`config.mk`:
```
export PLATFORM = sky130hd
export DESIGN_NAME = tose_front
export DESIGN_NICKNAME = d
export VERILOG_FILES = /design/src/rtl/core/tose_pkg.sv /design/src/rtl/core/tose_front.sv
export SDC_FILE = /design/constraint.sdc
export NUM_CORES = 1
export LEC_CHECK = 0
export BUFFER_PORTS_ARGS = -buffer_cell sky130_fd_sc_hd__buf_2
export CAP_MARGIN = 20
export CORE_MARGIN = 10
export CORE_UTILIZATION = 56
export DETAILED_ROUTE_END_ITERATION = 10
export GPL_ROUTABILITY_DRIVEN = 0
export GPL_TIMING_DRIVEN = 0
export PLACE_DENSITY = 0.94
export SETUP_SLACK_MARGIN = 0.05
export SYNTH_ARGS = -nofsm -noshare
export SYNTH_HDL_FRONTEND = slang
export SYNTH_SLANG_ARGS = --single-unit
export TNS_END_PERCENT = 50
```
`constraint.sdc`:
```
create_clock -name clk -period 10.05 [get_ports clk]
set_input_delay 0 -clock clk [delete_from_list [all_inputs] [get_ports clk]]
set_output_delay 0 -clock clk [all_outputs]
set_load 0.05 [all_outputs]
```
`src/rtl/core/tose_pkg.sv`:
```
// shared types, constants and codes of the tagged operand stack engine
`default_nettype none
package tose_pkg;
  localparam int DEPTH = 64;
  localparam int AW = $clog2(DEPTH);
  localparam int CW = AW + 1;
  localparam int VW = 32;
  localparam int HW = 16;
  localparam int DCW = $clog2(VW);

  localparam logic [3:0] OP_PUSHV = 4'd0;
  localparam logic [3:0] OP_PUSHB = 4'd1;
  localparam logic [3:0] OP_POP   = 4'd2;
  localparam logic [3:0] OP_DROP  = 4'd3;
  localparam logic [3:0] OP_ADD   = 4'd4;
  localparam logic [3:0] OP_SUB   = 4'd5;
  localparam logic [3:0] OP_MUL   = 4'd6;
  localparam logic [3:0] OP_SEL   = 4'd7;
  localparam logic [3:0] OP_EXEC  = 4'd8;
  localparam logic [3:0] OP_SWAP  = 4'd9;
  localparam logic [3:0] OP_CLONE = 4'd10;
  localparam logic [3:0] OP_LOOP  = 4'd11;
  localparam logic [3:0] OP_ROT   = 4'd12;
  localparam logic [3:0] OP_REV   = 4'd13;

  localparam logic [1:0] ERR_OK   = 2'd0;
  localparam logic [1:0] ERR_FEW  = 2'd1;
  localparam logic [1:0] ERR_KIND = 2'd2;
  localparam logic [1:0] ERR_FULL = 2'd3;

  localparam logic [1:0] CL_PLAIN = 2'd0;
  localparam logic [1:0] CL_REV   = 2'd1;
  localparam logic [1:0] CL_BAD   = 2'd2;

  typedef struct packed {
    logic [3:0]           op;
    logic signed [VW-1:0] push_value;
    logic [HW-1:0]        block_handle;
  } in_t;

  typedef struct packed {
    logic signed [VW-1:0] popped_value;
    logic [HW-1:0]        chosen_handle;
    logic                 handle_valid;
    logic [1:0]           error_code;
    logic [CW-1:0]        entry_count;
    logic [CW-1:0]        values_held;
    logic [CW-1:0]        blocks_held;
  } out_t;

  typedef struct packed {
    in_t        word;
    logic [1:0] cls;
  } cmd_t;

  typedef struct packed {
    logic          blk;
    logic [VW-1:0] pl;
  } ent_t;
endpackage
`default_nettype wire

```
`src/rtl/core/tose_front.sv`:
```
// front end: takes words, classifies them and queues them for the back end
`default_nettype none
module tose_front (
  input  wire logic          clk,
  input  wire logic          rst_n,
  input  wire logic          start,
  input  wire tose_pkg::in_t in_word,
  output logic               busy,
  output logic               q_valid,
  output tose_pkg::cmd_t     q_cmd,
  input  wire logic          q_pop
);
  import tose_pkg::*;

  cmd_t       q_r [2];
  logic       wp_r, rp_r;
  logic [1:0] qn_r;
  logic       push;
  logic [1:0] cls;

  always_comb begin
    case (in_word.op) inside
      OP_REV:             cls = CL_REV;
      [OP_PUSHV:OP_ROT]:  cls = CL_PLAIN;
      default:            cls = CL_BAD;
    endcase
  end

  assign busy    = (qn_r == 2'd2);
  assign push    = start && !busy;
  assign q_valid = (qn_r != 2'd0);
  assign q_cmd   = q_r[rp_r];

  always_ff @(posedge clk) begin
    if (push) begin
      q_r[wp_r] <= '{word: in_word, cls: cls};
    end
    if (!rst_n) begin
      wp_r <= 1'b0;
      rp_r <= 1'b0;
      qn_r <= 2'd0;
    end else begin
      if (push) wp_r <= ~wp_r;
      if (q_pop) rp_r <= ~rp_r;
      qn_r <= 2'(qn_r + {1'b0, push} - {1'b0, q_pop});
    end
  end
endmodule
`default_nettype wire

```
Word level (Yosys, flattened, before mapping)
Memories as Yosys holds them, arrays and structs flattened. A register that Yosys moved wholly into a read port is not among the register bits. Index checks and enable logic that the tools add are counted.

Output and inout port bits: 56. Memory bits (writable): 108. Bits of input ports: 56. Register bits: 4. Memories kept: 1.

Memories: q_r (depth 2, width 54, rd ports 1, clocked after Yosys merged registers in 1, write ports 1, line tose_front.sv:15) `cmd_t q_r [2];`.

Bitwise operators: 2. Equality and inequality tests: 2. Add/sub/neg operators: 2. Reductions and logical operators: 4. Mux-type cells: 6. $lt $le $gt $ge: 2.

Operator list (count): $eq A4 B4 Y1 const B (1); $ge A4 B1 Y1 const B (1); $le A4 B4 Y1 const B (1); $mux W1 (4); $mux W2 (2); $add A2 B1 Y2 (1); $eq A2 B2 Y1 const B (1); $logic_and A1 B1 Y1 (2); $not A1 Y1 (2); $reduce_bool A2 Y1 (1); $sub A2 B1 Y2 (1); $logic_not A1 Y1 (1).

Longest topological paths before layout
Gate-level depths: netlist (run 1).

Word-level depth: 5. Depth in mapped cells: 8.

Least setup slack after synthesis (run 1)
No wires, ideal clock.

Kind: register to register. Start point: register qn_r[0]. End point: memory q_r[0][0] (netlist bit) (enable). Stages on the path, launching flop included: 4. Arrival time: 2.819 ns. Path slack: 6.765 ns. Clock period less this slack: 3.285 ns. Path through: dfxtp_1 > nand2b_1 > nand2_1 > nor2_1.

Cells in the longest elaborated chain, start to end: 5.

Ends and longest elaborated chain: from (decl) (line tose_front.sv:17) `logic [1:0] qn_r;`; from (signal assigned) (line tose_front.sv:45) `qn_r <= 2'(qn_r + {1'b0, push} - {1'b0, q_pop});`; $eq A2 B2 Y1 (line tose_front.sv:29) `assign busy = (qn_r == 2'd2);`; $logic_not A1 Y1 (line tose_front.sv:30) `assign push = start && !busy;`; $logic_and A1 B1 Y1 (line tose_front.sv:30); $mux W1 (line tose_front.sv:35) `if (push) begin`; $mux W1 (implied by the code) (line tose_front.sv:36) `q_r[wp_r] <= '{word: in_word, cls: cls};`; to (decl) (line tose_front.sv:15).

Every way passes these cells.

Worst setup path after layout (run 1)
Start point: register qn_r[0]. End point: memory q_r[0][35] (netlist bit) (enable).

Same word-level chain as after synthesis.

==> summary.md, run 1 <==
| Metric | Value |
|---|---|
| CP startpoint kind | `register` |
| Highest Clock Rate | `just over 500 MHz` |
| Initial Util | `57.2%` |
| Crit. End Element | `register` |
| Max Cap Violations | `0` |
| Leakage | `2.55 nW` |
| Distinct cells, synth | `19` |
| Post-synth EDFFs | `approximately 110` |
| Status | `completed` |
| HPWL after DPL | `5700 µm` |
| Die X-Extent | `about 110 µm` |
| Worst Tran Pin Value | `about 740 ps` |
| Fin. Hold Viols | `0` |
| Mapped Cells | `around 200` |
| Flops & latches, synth | `between 100 and 150` |
| Gr usage total | `between 10% and 20%` |
| Top Ports | `about 110` |
| Post-synthesis sequential area ratio | `76.1%` |
| P&R area growth vs syn | `42.6%` |
| Post-Syn Nets | `between 200 and 300` |
| Worst-path clk slew | `around 50 ps` |
| Core area | `a little under 8000 µm²` |
| Gr ovfl total | `0` |
| Clock period minus final worst setup slack | `between 1500 and 2000 ps` |
| Final setup violation count | `0` |
| Die ar. | `approximately 12000 µm²` |
| Clock latency on the worst-skew pair | `490 ps` |
| Sequential Power Share | `between 30% and 40%` |
| Initial antenna violation count | `0` |
| Max VDD drop | `approximately 0.00017 V` |
| Final period util | `between 10% and 20%` |
| First-pass iteration count of the detailed router | `4` |
| Asr flop ratio synth | `0%` |
| Setup TNS | `0 ps` |
| RSZ-0062 raised after global routing | `no` |
| ANT nets after route | `0` |
| Via count | `2440` |
| Slew Viols, Final | `0` |
| Worst Skew | `~8.1 ps` |
| Fin nets | `441` |
| Drt total wl | `between 9000 and 10000 µm` |
| Drt drc | `0` |
| Switching pwr | `0.410 mW` |
| Largest net degree at the start of global routing | `33` |
| Top area cells in the synthesized netlist | `edfxtp_1, mux2_4, buf_12` |
| Number of cell rows | `32` |
| First-pass GRT wire length | `around 14000 µm` |
| Clock sink total | `113` |
| WP data required | `10230 ps` |
| 1st-iter DRT viols | `approximately 120` |
| Yosys synthesis warning count | `0` |
| Vias in the first global route | `2742` |
| Primary FF master, synth | `edfxtp_1` |
| Die H | `about 110 µm` |
| Fill cells | `about 400` |
| Slew margin rel. | `between 50 and 60%` |
| CTS tree | `yes` |
| Cell Area, Synth | `around 4400 µm²` |
| Vias per inst | `around 4.9` |
| Power per cell area | `238 nW/µm²` |
| Critical path type | `register to register` |
| Area used by multi-input combinational logic | `approximately 940 µm²` |
| Cell Int Power | `about 1.1 mW` |
| Min-delay worst type | `input pin to register` |
| Port Buffers | `111` |
| Avg Synthesized Cell Area | `between 20 and 25 µm²` |
| Sw Ratio | `between 20% and 30%` |
| Clk network pwr share | `approximately two fifths` |
| TritonCTS Buffers | `17` |
| CTS root buf | `clkbuf_8` |
| CTS H-Tree Depth | `4` |
| Reg area | `approximately 3300 µm²` |
| Wire per inst | `18.1 µm` |
| Max Buffers Root-to-Sink | `2` |
| Dominant cell type by area after synthesis | `edfxtp_1` |
| Final core occ | `81.5%` |
| CP arrival | `about 2100 ps` |
| Synth top area share | `roughly 74%` |
| Proportion of layout cells with a drive suffix above 1 | `about half` |
| CP max FO | `32` |
| Logic pwr share | `about a fifth` |
==> placed cells by master (no fill, tap or decap), types with 2 or more instances in the layout <==
cell type and n:
and2_1 2, clkinvlp_4 3, ha_1 2, mux2_4 50
bufinv_16 4, clkbuf_16 16, dlygate4sd3_1 55, mux2_2 4
nor2_1 3, edfxtp_1 108, nand2b_1 2, buf_12 7
clkinv_2 3, buf_2 111, dfxtp_1 5, inv_1 3
nand2_1 2, clkinv_1 3
==> through the flow <==
step	hold slack [ps]	power [mW]	instance area (µm²)	setup WS, ps	std cells
after floorplan	98.9	0.832	4400	6770	196
after global placement	188	0.892	5080	5570	409
after detailed placement	191	0.903	5130	8170	411
after CTS	198	1.50	6260	8150	497
after global routing	220	1.55	6260	7990	497
final	236	1.49	6270	8120	498
==> power groups by stage <==
stage / sequential (mW) / clock [mW] / combinational (mW)
floorplan: 0.596 / 0 / 0.236
global placement: 0.599 / 0 / 0.293
detailed placement: 0.598 / 0 / 0.305
CTS: 0.589 / 0.591 / 0.322
global route: 0.594 / 0.617 / 0.336
finish: 0.590 / 0.583 / 0.320
==> timing repair <==
| action | in CTS | in global routing |
|---|---|---|
| hold endpoints to repair | 113 | 0 |
| buffers inserted | 0 | 0 |
| hold buffers | 55 | 0 |
| resized for setup | 0 | 0 |
| endpoints found under the setup margin | 0 | 0 |
==> critical path, cell delays in order, from the launching register on <==
cell and delay (ps):
dfxtp_1 380, nand2b_1 180, nand2_1 160, nor2_4 600
buf_12 290
==> path summary, 6_finish.rpt <==
kind / start / end / slack [ps] / cells past startpoint
max: qn_r[0]$_SDFF_PN0_ / q_r[0][35]$_DFFE_PP_ / 8120 / 4
min: in_word[3] / q_r[1][5]$_DFFE_PP_ / 240 / 2
max reg2reg: qn_r[0]$_SDFF_PN0_ / q_r[0][35]$_DFFE_PP_ / 8120 / 4
min reg2reg: rp_r$_SDFFE_PN0P_ / register / 520 / 2
==> routing by layer <==
| metal | wire length, µm | track usage [%] | vias up |
|---|---|---|---|
| met5 | 0 | 0 | - |
| met4 | 106 | 6.12 | 0 |
| met3 | 537 | 6.19 | 11 |
| met2 | 5040 | 29.0 | 74 |
| met1 | 3340 | 15.8 | 1208 |
| li1 | - | - | 1147 |
==> sequential cells by signal, indices dropped and copies added, names as in the netlist, named ones only <==
signal,flops
qn_r,2
q_r,108
rp_r,1
wp_r,1
==> synth_stat cells, drive strengths merged (2+ instances only) <==
master / n
nand2b: 2
nor2: 4
and3: 2
dfxtp: 5
inv: 3
nand2: 2
edfxtp: 108
and2: 2
ha: 2
mux2: 54
buf: 6
==> layout make-up <==
class,count,area share [%]
Timing Repair Buffer,168,18.3
Clock inverter,13,2.70
Multi-Input combinational cell,74,15.0
Buffer,6,1.78
Tap cell,102,2.04
Antenna cell,1,0.0399
Sequential cell,113,53.3
Clock buffer,18,6.67
Inverter,3,0.180
==> kinds of logic (layout without fill, tap and decap cells) <==
group,after synthesis,after routing,share of synthesized area (%)
fa+ha+maj,2,2,0.569
simple gates,15,15,1.85
xor+xnor,2,2,0.399
buf+inv,9,208,2.79
other cells,0,1,0
mux,55,55,18.3
flops,113,113,76.1
Note: power is estimated with default switching activity, not from simulation.
==> inputs of run 2 (changes only) <==
- CORE_UTILIZATION: 56 -> 47
- PLACE_DENSITY: 0.94 -> 0.85
- clock period: 10.05 -> 1.75 ns (I/O delays scaled with it)
==> run 2 against run 1 <==
Combinational power grew to 6.2 times the previous value; cell count grew 2.0%; final area grew 2.4%; via count shrank 2.2%; register-to-register slack lost 8100 ps; clock-buffer cell count grew 1; critical path depth is the same; sequential share of layout area shrank 1.2 points; wire length shrank 3.6%; largest cell class unchanged; largest power group unchanged.
==> summary.md, run 2 (same netlist as run 1, synthesis figures left out) <==
| Metric | Value |
|---|---|
| Drt drc | `0 (unchanged)` |
| Crit. End Element | `register (unchanged)` |
| Max Cap Violations | `0 (unchanged)` |
| Gr usage total | `13.2% (was 15.8%)` |
| Cell Chain, Critical Path | `nand2b_4 -> nand2_4 -> nor2_4 -> buf_12 (was nand2b_1 -> nand2_1 -> nor2_4 -> buf_12)` |
| Die X-Extent | `117 µm (was 109 µm)` |
| First-pass GRT wire length | `13600 µm (was 14000 µm)` |
| Commonest cells after routing, fill and taps aside | `edfxtp_1, buf_2, dlygate4sd3_1, mux2_4, buf_4 (was buf_2, edfxtp_1, dlygate4sd3_1, mux2_4, clkbuf_16)` |
| Cell count after placement | `420 (was 411)` |
| WP data required | `1930 ps (was 10230 ps)` |
| Initial antenna violation count | `0 (unchanged)` |
| Crit-path leading delay family | `simple AND/OR/NAND/NOR gates (unchanged)` |
| Top reg by flops | `q_r (unchanged)` |
| Critical path type | `register to register (unchanged)` |
| Worst Tran Pin Value | `740 ps (was 739 ps)` |
| P&R area growth vs syn | `45.9% (was 42.6%)` |
| Max reg flops | `108 (unchanged)` |
| CTS tree | `yes (unchanged)` |
| Vias per inst | `4.70 (was 4.90)` |
| Via count | `2387 (was 2440)` |
| Status | `completed (unchanged)` |
| CP startpoint kind | `register (unchanged)` |
| WP buf/inv | `1 (unchanged)` |
| TritonCTS Buffers | `17 (unchanged)` |
| Placed Area | `5150 µm² (was 5130 µm²)` |
| Port Buffers | `111 (unchanged)` |
| Largest net degree at the start of global routing | `33 (unchanged)` |
| CTS root buf | `clkbuf_8 (unchanged)` |
| Worst Skew | `7.19 ps (was 8.14 ps)` |
| Max VDD drop | `0.000854 V (was 0.000169 V)` |
| CTS H-Tree Depth | `4 (unchanged)` |
| Clock period minus final worst setup slack | `1740 ps (was 1930 ps)` |
| RSZ-0062 raised after global routing | `yes (was no)` |
| Worst hold margin | `223 ps (was 236 ps)` |
| Design Area, Final | `6410 µm² (was 6270 µm²)` |
| Core area | `9150 µm² (was 7690 µm²)` |
| Wire per inst | `17.1 µm (was 18.1 µm)` |
| Final period util | `99.6% (was 19.2%)` |
| Top Ports | `112 (unchanged)` |
| FF-to-FF path depth | `4 (unchanged)` |
| CP arrival | `1930 ps (was 2110 ps)` |
| Max stage delay cell, worst path | `nor2_4 (unchanged)` |
| Fill cells | `557 (was 408)` |
| Gr ovfl total | `0 (unchanged)` |
| Initial Util | `48.0% (was 57.2%)` |
| Ant. Diodes | `0 (was 1)` |
| Power per cell area | `1320 nW/µm² (was 238 nW/µm²)` |
| Clock latency on the worst-skew pair | `500 ps (was 490 ps)` |
| Worst-path clk slew | `60 ps (was 50 ps)` |
| Leakage | `2.60 nW (was 2.55 nW)` |
| Critical path's largest stage delay | `570 ps (was 600 ps)` |
| First-pass iteration count of the detailed router | `4 (unchanged)` |
| Vias in the first global route | `2671 (was 2742)` |
| Setup WS pre-CTS | `-41.6 ps (was 8170 ps)` |
| Setup TNS | `0 ps (unchanged)` |
| Proportion of layout cells with a drive suffix above 1 | `52.4% (was 51.4%)` |
| Number of cell rows | `35 (was 32)` |
| Most common cell after layout, fill and taps aside | `edfxtp_1 (was buf_2)` |
| Min-delay worst type | `input pin to register (unchanged)` |
| Leading registers by flop count | `q_r (108), qn_r (2) (unchanged)` |
| Slew Viols, Final | `0 (unchanged)` |
| Slew margin rel. | `50.5% (was 50.6%)` |
| Fin. Hold Viols | `0 (unchanged)` |
| Final setup violation count | `0 (unchanged)` |
| Clock sink total | `113 (unchanged)` |
| Final worst slack | `6.61 ps (was 8120 ps)` |
| Fin nets | `442 (was 441)` |
| Drt total wl | `8690 µm (was 9020 µm)` |
| Max Buffers Root-to-Sink | `2 (unchanged)` |
| 1st-iter DRT viols | `56 (was 115)` |
| ANT nets after route | `0 (unchanged)` |
| Worst Hold Depth | `2 (unchanged)` |
| Die H | `117 µm (was 109 µm)` |
| CP max FO | `32 (unchanged)` |
| Final Non-Filler Cells | `508 (was 498)` |
| Die ar. | `13600 µm² (was 11800 µm²)` |
| Critical path depth | `4 (unchanged)` |
| Highest Clock Rate | `574 MHz (was 517 MHz)` |
-- run 2: stage by stage --
stage	utilization (%)	total power, mW
final	70.1	8.45
after global routing	70.1	8.77
after CTS	68.7	8.42
after detailed placement	56.3	5.19
after global placement	55.9	5.12
after floorplan	-	4.78
-- run 2: cell type report --
class	count	area, µm²	share of cell area [%]
Buffer	6	120	1.87
Clock buffer	19	422	6.57
Clock inverter	13	120	1.87
Inverter	3	11.3	0.176
Multi-Input combinational cell	74	953	14.9
Sequential cell	113	3350	52.2
Tap cell	111	139	2.17
Timing Repair Buffer	169	1300	20.3
-- run 2: per-layer routing --
| metal | part of all wire [%] | global-route usage, % |
|---|---|---|
| met3 | 7.6 | 5.96 |
| met2 | 53 | 22.8 |
| met4 | 1.0 | 4.94 |
| met1 | 38 | 13.9 |
| met5 | 0 | 0 |
-- run 2: power by group --
| part | leakage (nW) | internal [mW] | total [mW] | switching, mW |
|---|---|---|---|---|
| Sequential | 1.05 | 3.30 | 3.38 | 0.0830 |
| Combinational | 1.29 | 0.779 | 1.97 | 1.19 |
| Clock | 0.264 | 1.99 | 3.10 | 1.11 |
-- run 2: repair_timing --
action	4_1_cts	5_1_grt
hold buffers	55	0
cloned	1	0
setup endpoints to repair	114	113
setup buffers	0	0
hold endpoints to repair	113	0
resized for setup	4	98
pin swaps	1	0
-- run 2: path summary, 6_finish.rpt --
path | startpoint | end | slack (ps)
setup / recovery | qn_r[0]$_SDFF_PN0_ | q_r[0][33]$_DFFE_PP_ | 7
setup reg to reg | qn_r[0]$_SDFF_PN0_ | q_r[0][33]$_DFFE_PP_ | 7
hold / removal | in_word[40] | q_r[1][42]$_DFFE_PP_ | 220
hold reg to reg | rp_r$_SDFFE_PN0P_ | rp_r$_SDFFE_PN0P_ | 520
-- run 2: worst reg2reg max path: cells and delay by family (launching register included) --
family,cells,cell delay [ps]
and+or+nand+nor,3,780
buffers and inverters,1,300
DFF,1,330
==> inputs of run 3 (changes only) <==
- PLACE_DENSITY: 0.85 -> 0.75
==> run 3 against run 2 <==
Clock skew fell by 1.6 ps; wire length grew 1.6%; sequential share of layout area shrank 0.061 points; hold slack improved by 5.3 ps; maximum frequency up 4.9%; sequential cell count is the same; non-clock buffer count rose by 2; final area increased by 0.12%; largest cell class unchanged; highest routed layer unchanged.
==> summary.md, run 3 (same netlist as run 1, synthesis figures left out) <==
| Metric | Value |
|---|---|
| Sw Ratio | `27.2% (was 28.2%)` |
| Leading registers by flop count | `q_r (108), qn_r (2) (unchanged)` |
| Min-delay worst type | `input pin to register (unchanged)` |
| Via count | `2375 (was 2387)` |
| CP max FO | `10 (was 32)` |
| Worst-path clk slew | `50 ps (was 60 ps)` |
| Most common cell after layout, fill and taps aside | `edfxtp_1 (unchanged)` |
| Initial antenna violation count | `0 (unchanged)` |
| Hold_sp | `in_word[17] (was in_word[40])` |
| Ant. Diodes | `0 (unchanged)` |
| R2r endpoint | `qn_r[1]$_SDFF_PN0_ (was q_r[0][33]$_DFFE_PP_)` |
| Power per cell area | `1350 nW/µm² (was 1320 nW/µm²)` |
| Die ar. | `13600 µm² (unchanged)` |
| RSZ-0062 raised after global routing | `yes (unchanged)` |
| 1st-iter DRT viols | `94 (was 56)` |
| Port Buffers | `111 (unchanged)` |
| Hold path endpoint | `q_r[1][19]$_DFFE_PP_ (was q_r[1][42]$_DFFE_PP_)` |
| Slew Viols, Final | `0 (unchanged)` |
| First-pass GRT wire length | `13700 µm (was 13600 µm)` |
| Die X-Extent | `117 µm (unchanged)` |
| Max Cap Violations | `0 (unchanged)` |
| TritonCTS Buffers | `17 (unchanged)` |
| Slew margin rel. | `75.7% (was 50.5%)` |
| WP data required | `1750 ps (was 1930 ps)` |
| Wire per inst | `17.3 µm (was 17.1 µm)` |
| Max reg flops | `108 (unchanged)` |
| Commonest cells after routing, fill and taps aside | `edfxtp_1, buf_2, dlygate4sd3_1, mux2_4, clkbuf_16 (was edfxtp_1, buf_2, dlygate4sd3_1, mux2_4, buf_4)` |
| Switching pwr | `2.36 mW (was 2.38 mW)` |
| CTS tree | `yes (unchanged)` |
| Vias per inst | `4.66 (was 4.70)` |
| Drt drc | `0 (unchanged)` |
| Fin nets | `444 (was 442)` |
| Final period util | `94.9% (was 99.6%)` |
| R2r startpoint | `qn_r[0]$_SDFF_PN0_ (unchanged)` |
| CTS root buf | `clkbuf_8 (unchanged)` |
| Top Ports | `112 (unchanged)` |
| Die H | `117 µm (unchanged)` |
| Clock latency on the worst-skew pair | `490 ps (was 500 ps)` |
| Leakage | `2.61 nW (was 2.60 nW)` |
| Clk network pwr share | `38.6% (was 36.6%)` |
| Max Buffers Root-to-Sink | `2 (unchanged)` |
| P&R area growth vs syn | `46.1% (was 45.9%)` |
| Clock period minus final worst setup slack | `1660 ps (was 1740 ps)` |
| Final core occ | `70.2% (was 70.1%)` |
| Max VDD drop | `0.000866 V (was 0.000854 V)` |
| Fill cells | `576 (was 557)` |
| Setup TNS | `0 ps (unchanged)` |
| Highest Clock Rate | `602 MHz (was 574 MHz)` |
| First-pass iteration count of the detailed router | `4 (unchanged)` |
| Top reg by flops | `q_r (unchanged)` |
| Largest net degree at the start of global routing | `32 (was 33)` |
| Design Power | `8.69 mW (was 8.45 mW)` |
| Worst Tran Pin Value | `365 ps (was 740 ps)` |
| Fin. Hold Viols | `0 (unchanged)` |
| CP startpoint kind | `register (unchanged)` |
| Sequential Power Share | `38.9% (was 40.0%)` |
| Vias in the first global route | `2708 (was 2671)` |
| Gr usage total | `13.4% (was 13.2%)` |
| Proportion of layout cells with a drive suffix above 1 | `52.9% (was 52.4%)` |
| Critical path type | `register to primary output (was register to register)` |
| FF-to-FF path depth | `8 (was 4)` |
| Clock sink total | `113 (unchanged)` |
| Drt total wl | `8830 µm (was 8690 µm)` |
| Worst Skew | `5.59 ps (was 7.19 ps)` |
| ANT nets after route | `0 (unchanged)` |
| Logic pwr share | `22.5% (was 23.3%)` |
| CTS H-Tree Depth | `4 (unchanged)` |
| Number of cell rows | `35 (unchanged)` |
| Core area | `9150 µm² (unchanged)` |
| Cell Int Power | `6.33 mW (was 6.07 mW)` |
| Worst Hold Depth | `2 (unchanged)` |
| Status | `completed (unchanged)` |
| Final setup violation count | `0 (unchanged)` |
| Crit. End Element | `primary output (was register)` |
| HPWL after DPL | `5700 µm` |
| CP arrival | `1660 ps (was 1930 ps)` |
| Gr ovfl total | `0 (unchanged)` |
| Slack of the worst reg-to-reg path | `200 ps (was 7 ps)` |
| Initial Util | `48.0% (unchanged)` |
-- run 3: cell types whose count changed in the layout (fill, tap and decap cells not counted), moves of 2 or more --
cell / before / now
buf_4: 50 / 6
buf_2: 61 / 104
buf_16: 0 / 2
bufinv_16: 2 / 4
-- run 3: area by class of cell --
type,instances,area [µm²],area share [%]
Sequential cell,113,3350,52.1
Multi-Input combinational cell,74,962,15.0
Clock inverter,13,168,2.61
Buffer,6,120,1.87
Timing Repair Buffer,171,1250,19.5
Clock buffer,19,422,6.57
Tap cell,111,139,2.16
Inverter,3,11.3,0.175
-- run 3: power by group through the flow --
stage	Combinational [mW]	Sequential [mW]	Clock, mW
5_1_grt	2.06	3.40	3.57
3_3_place_gp	1.71	3.42	0
6_report	1.95	3.38	3.36
2_1_floorplan	1.37	3.41	0
4_1_cts	1.94	3.39	3.43
3_5_place_dp	1.81	3.43	0
-- run 3: what timing repair did --
item                                    CTS  global route
cloned                                    1             0
gates resized for setup                   7            10
endpoints found under the setup margin   97            87
hold endpoints to repair                113             0
hold buffers                             55             0
pin swaps                                 0             1
buffers inserted                          0             1
-- run 3: how the worst max path moves through the flow --
stage / cells past startpoint / from / slack, ps / end
floorplan: 3 / qn_r[0]$_SDFF_PN0_ / 20 / q_r[0][0]$_DFFE_PP_
CTS: 4 / qn_r[0]$_SDFF_PN0_ / 40 / q_r[0][12]$_DFFE_PP_
detailed placement: 3 / qn_r[0]$_SDFF_PN0_ / 30 / q_r[1][31]$_DFFE_PP_
finish: 4 / register / 90 / q_cmd[34]
global route: 4 / register / 20 / q_cmd[34]
global placement: 3 / qn_r[0]$_SDFF_PN0_ / -450 / q_r[0][31]$_DFFE_PP_
-- run 3: through the flow --
stage	std cells	setup slack [ps]	area [µm²]	hold slack, ps
after floorplan	196	19.4	4420	98.9
after global placement	418	-448	5110	188
after detailed placement	421	31.6	5190	192
after CTS	509	40.3	6380	201
after global routing	510	23.6	6420	214
final	510	88.4	6420	228
-- run 3: metal layers --
layer  GRT usage [%]  vias to the layer above  share of wire (%)
li1                -                     1157                  -
met5               0                        -                  0
met2            23.1                       70                 53
met1            14.5                     1144                 40
met4            5.19                        0               0.57
met3            5.19                        4                6.8
-- run 3: critical path, stage by stage, from the launching register on --
cell and delay, ps:
dfxtp_2 350, buf_12 150, buf_12 150, mux2_4 310, buf_2 210
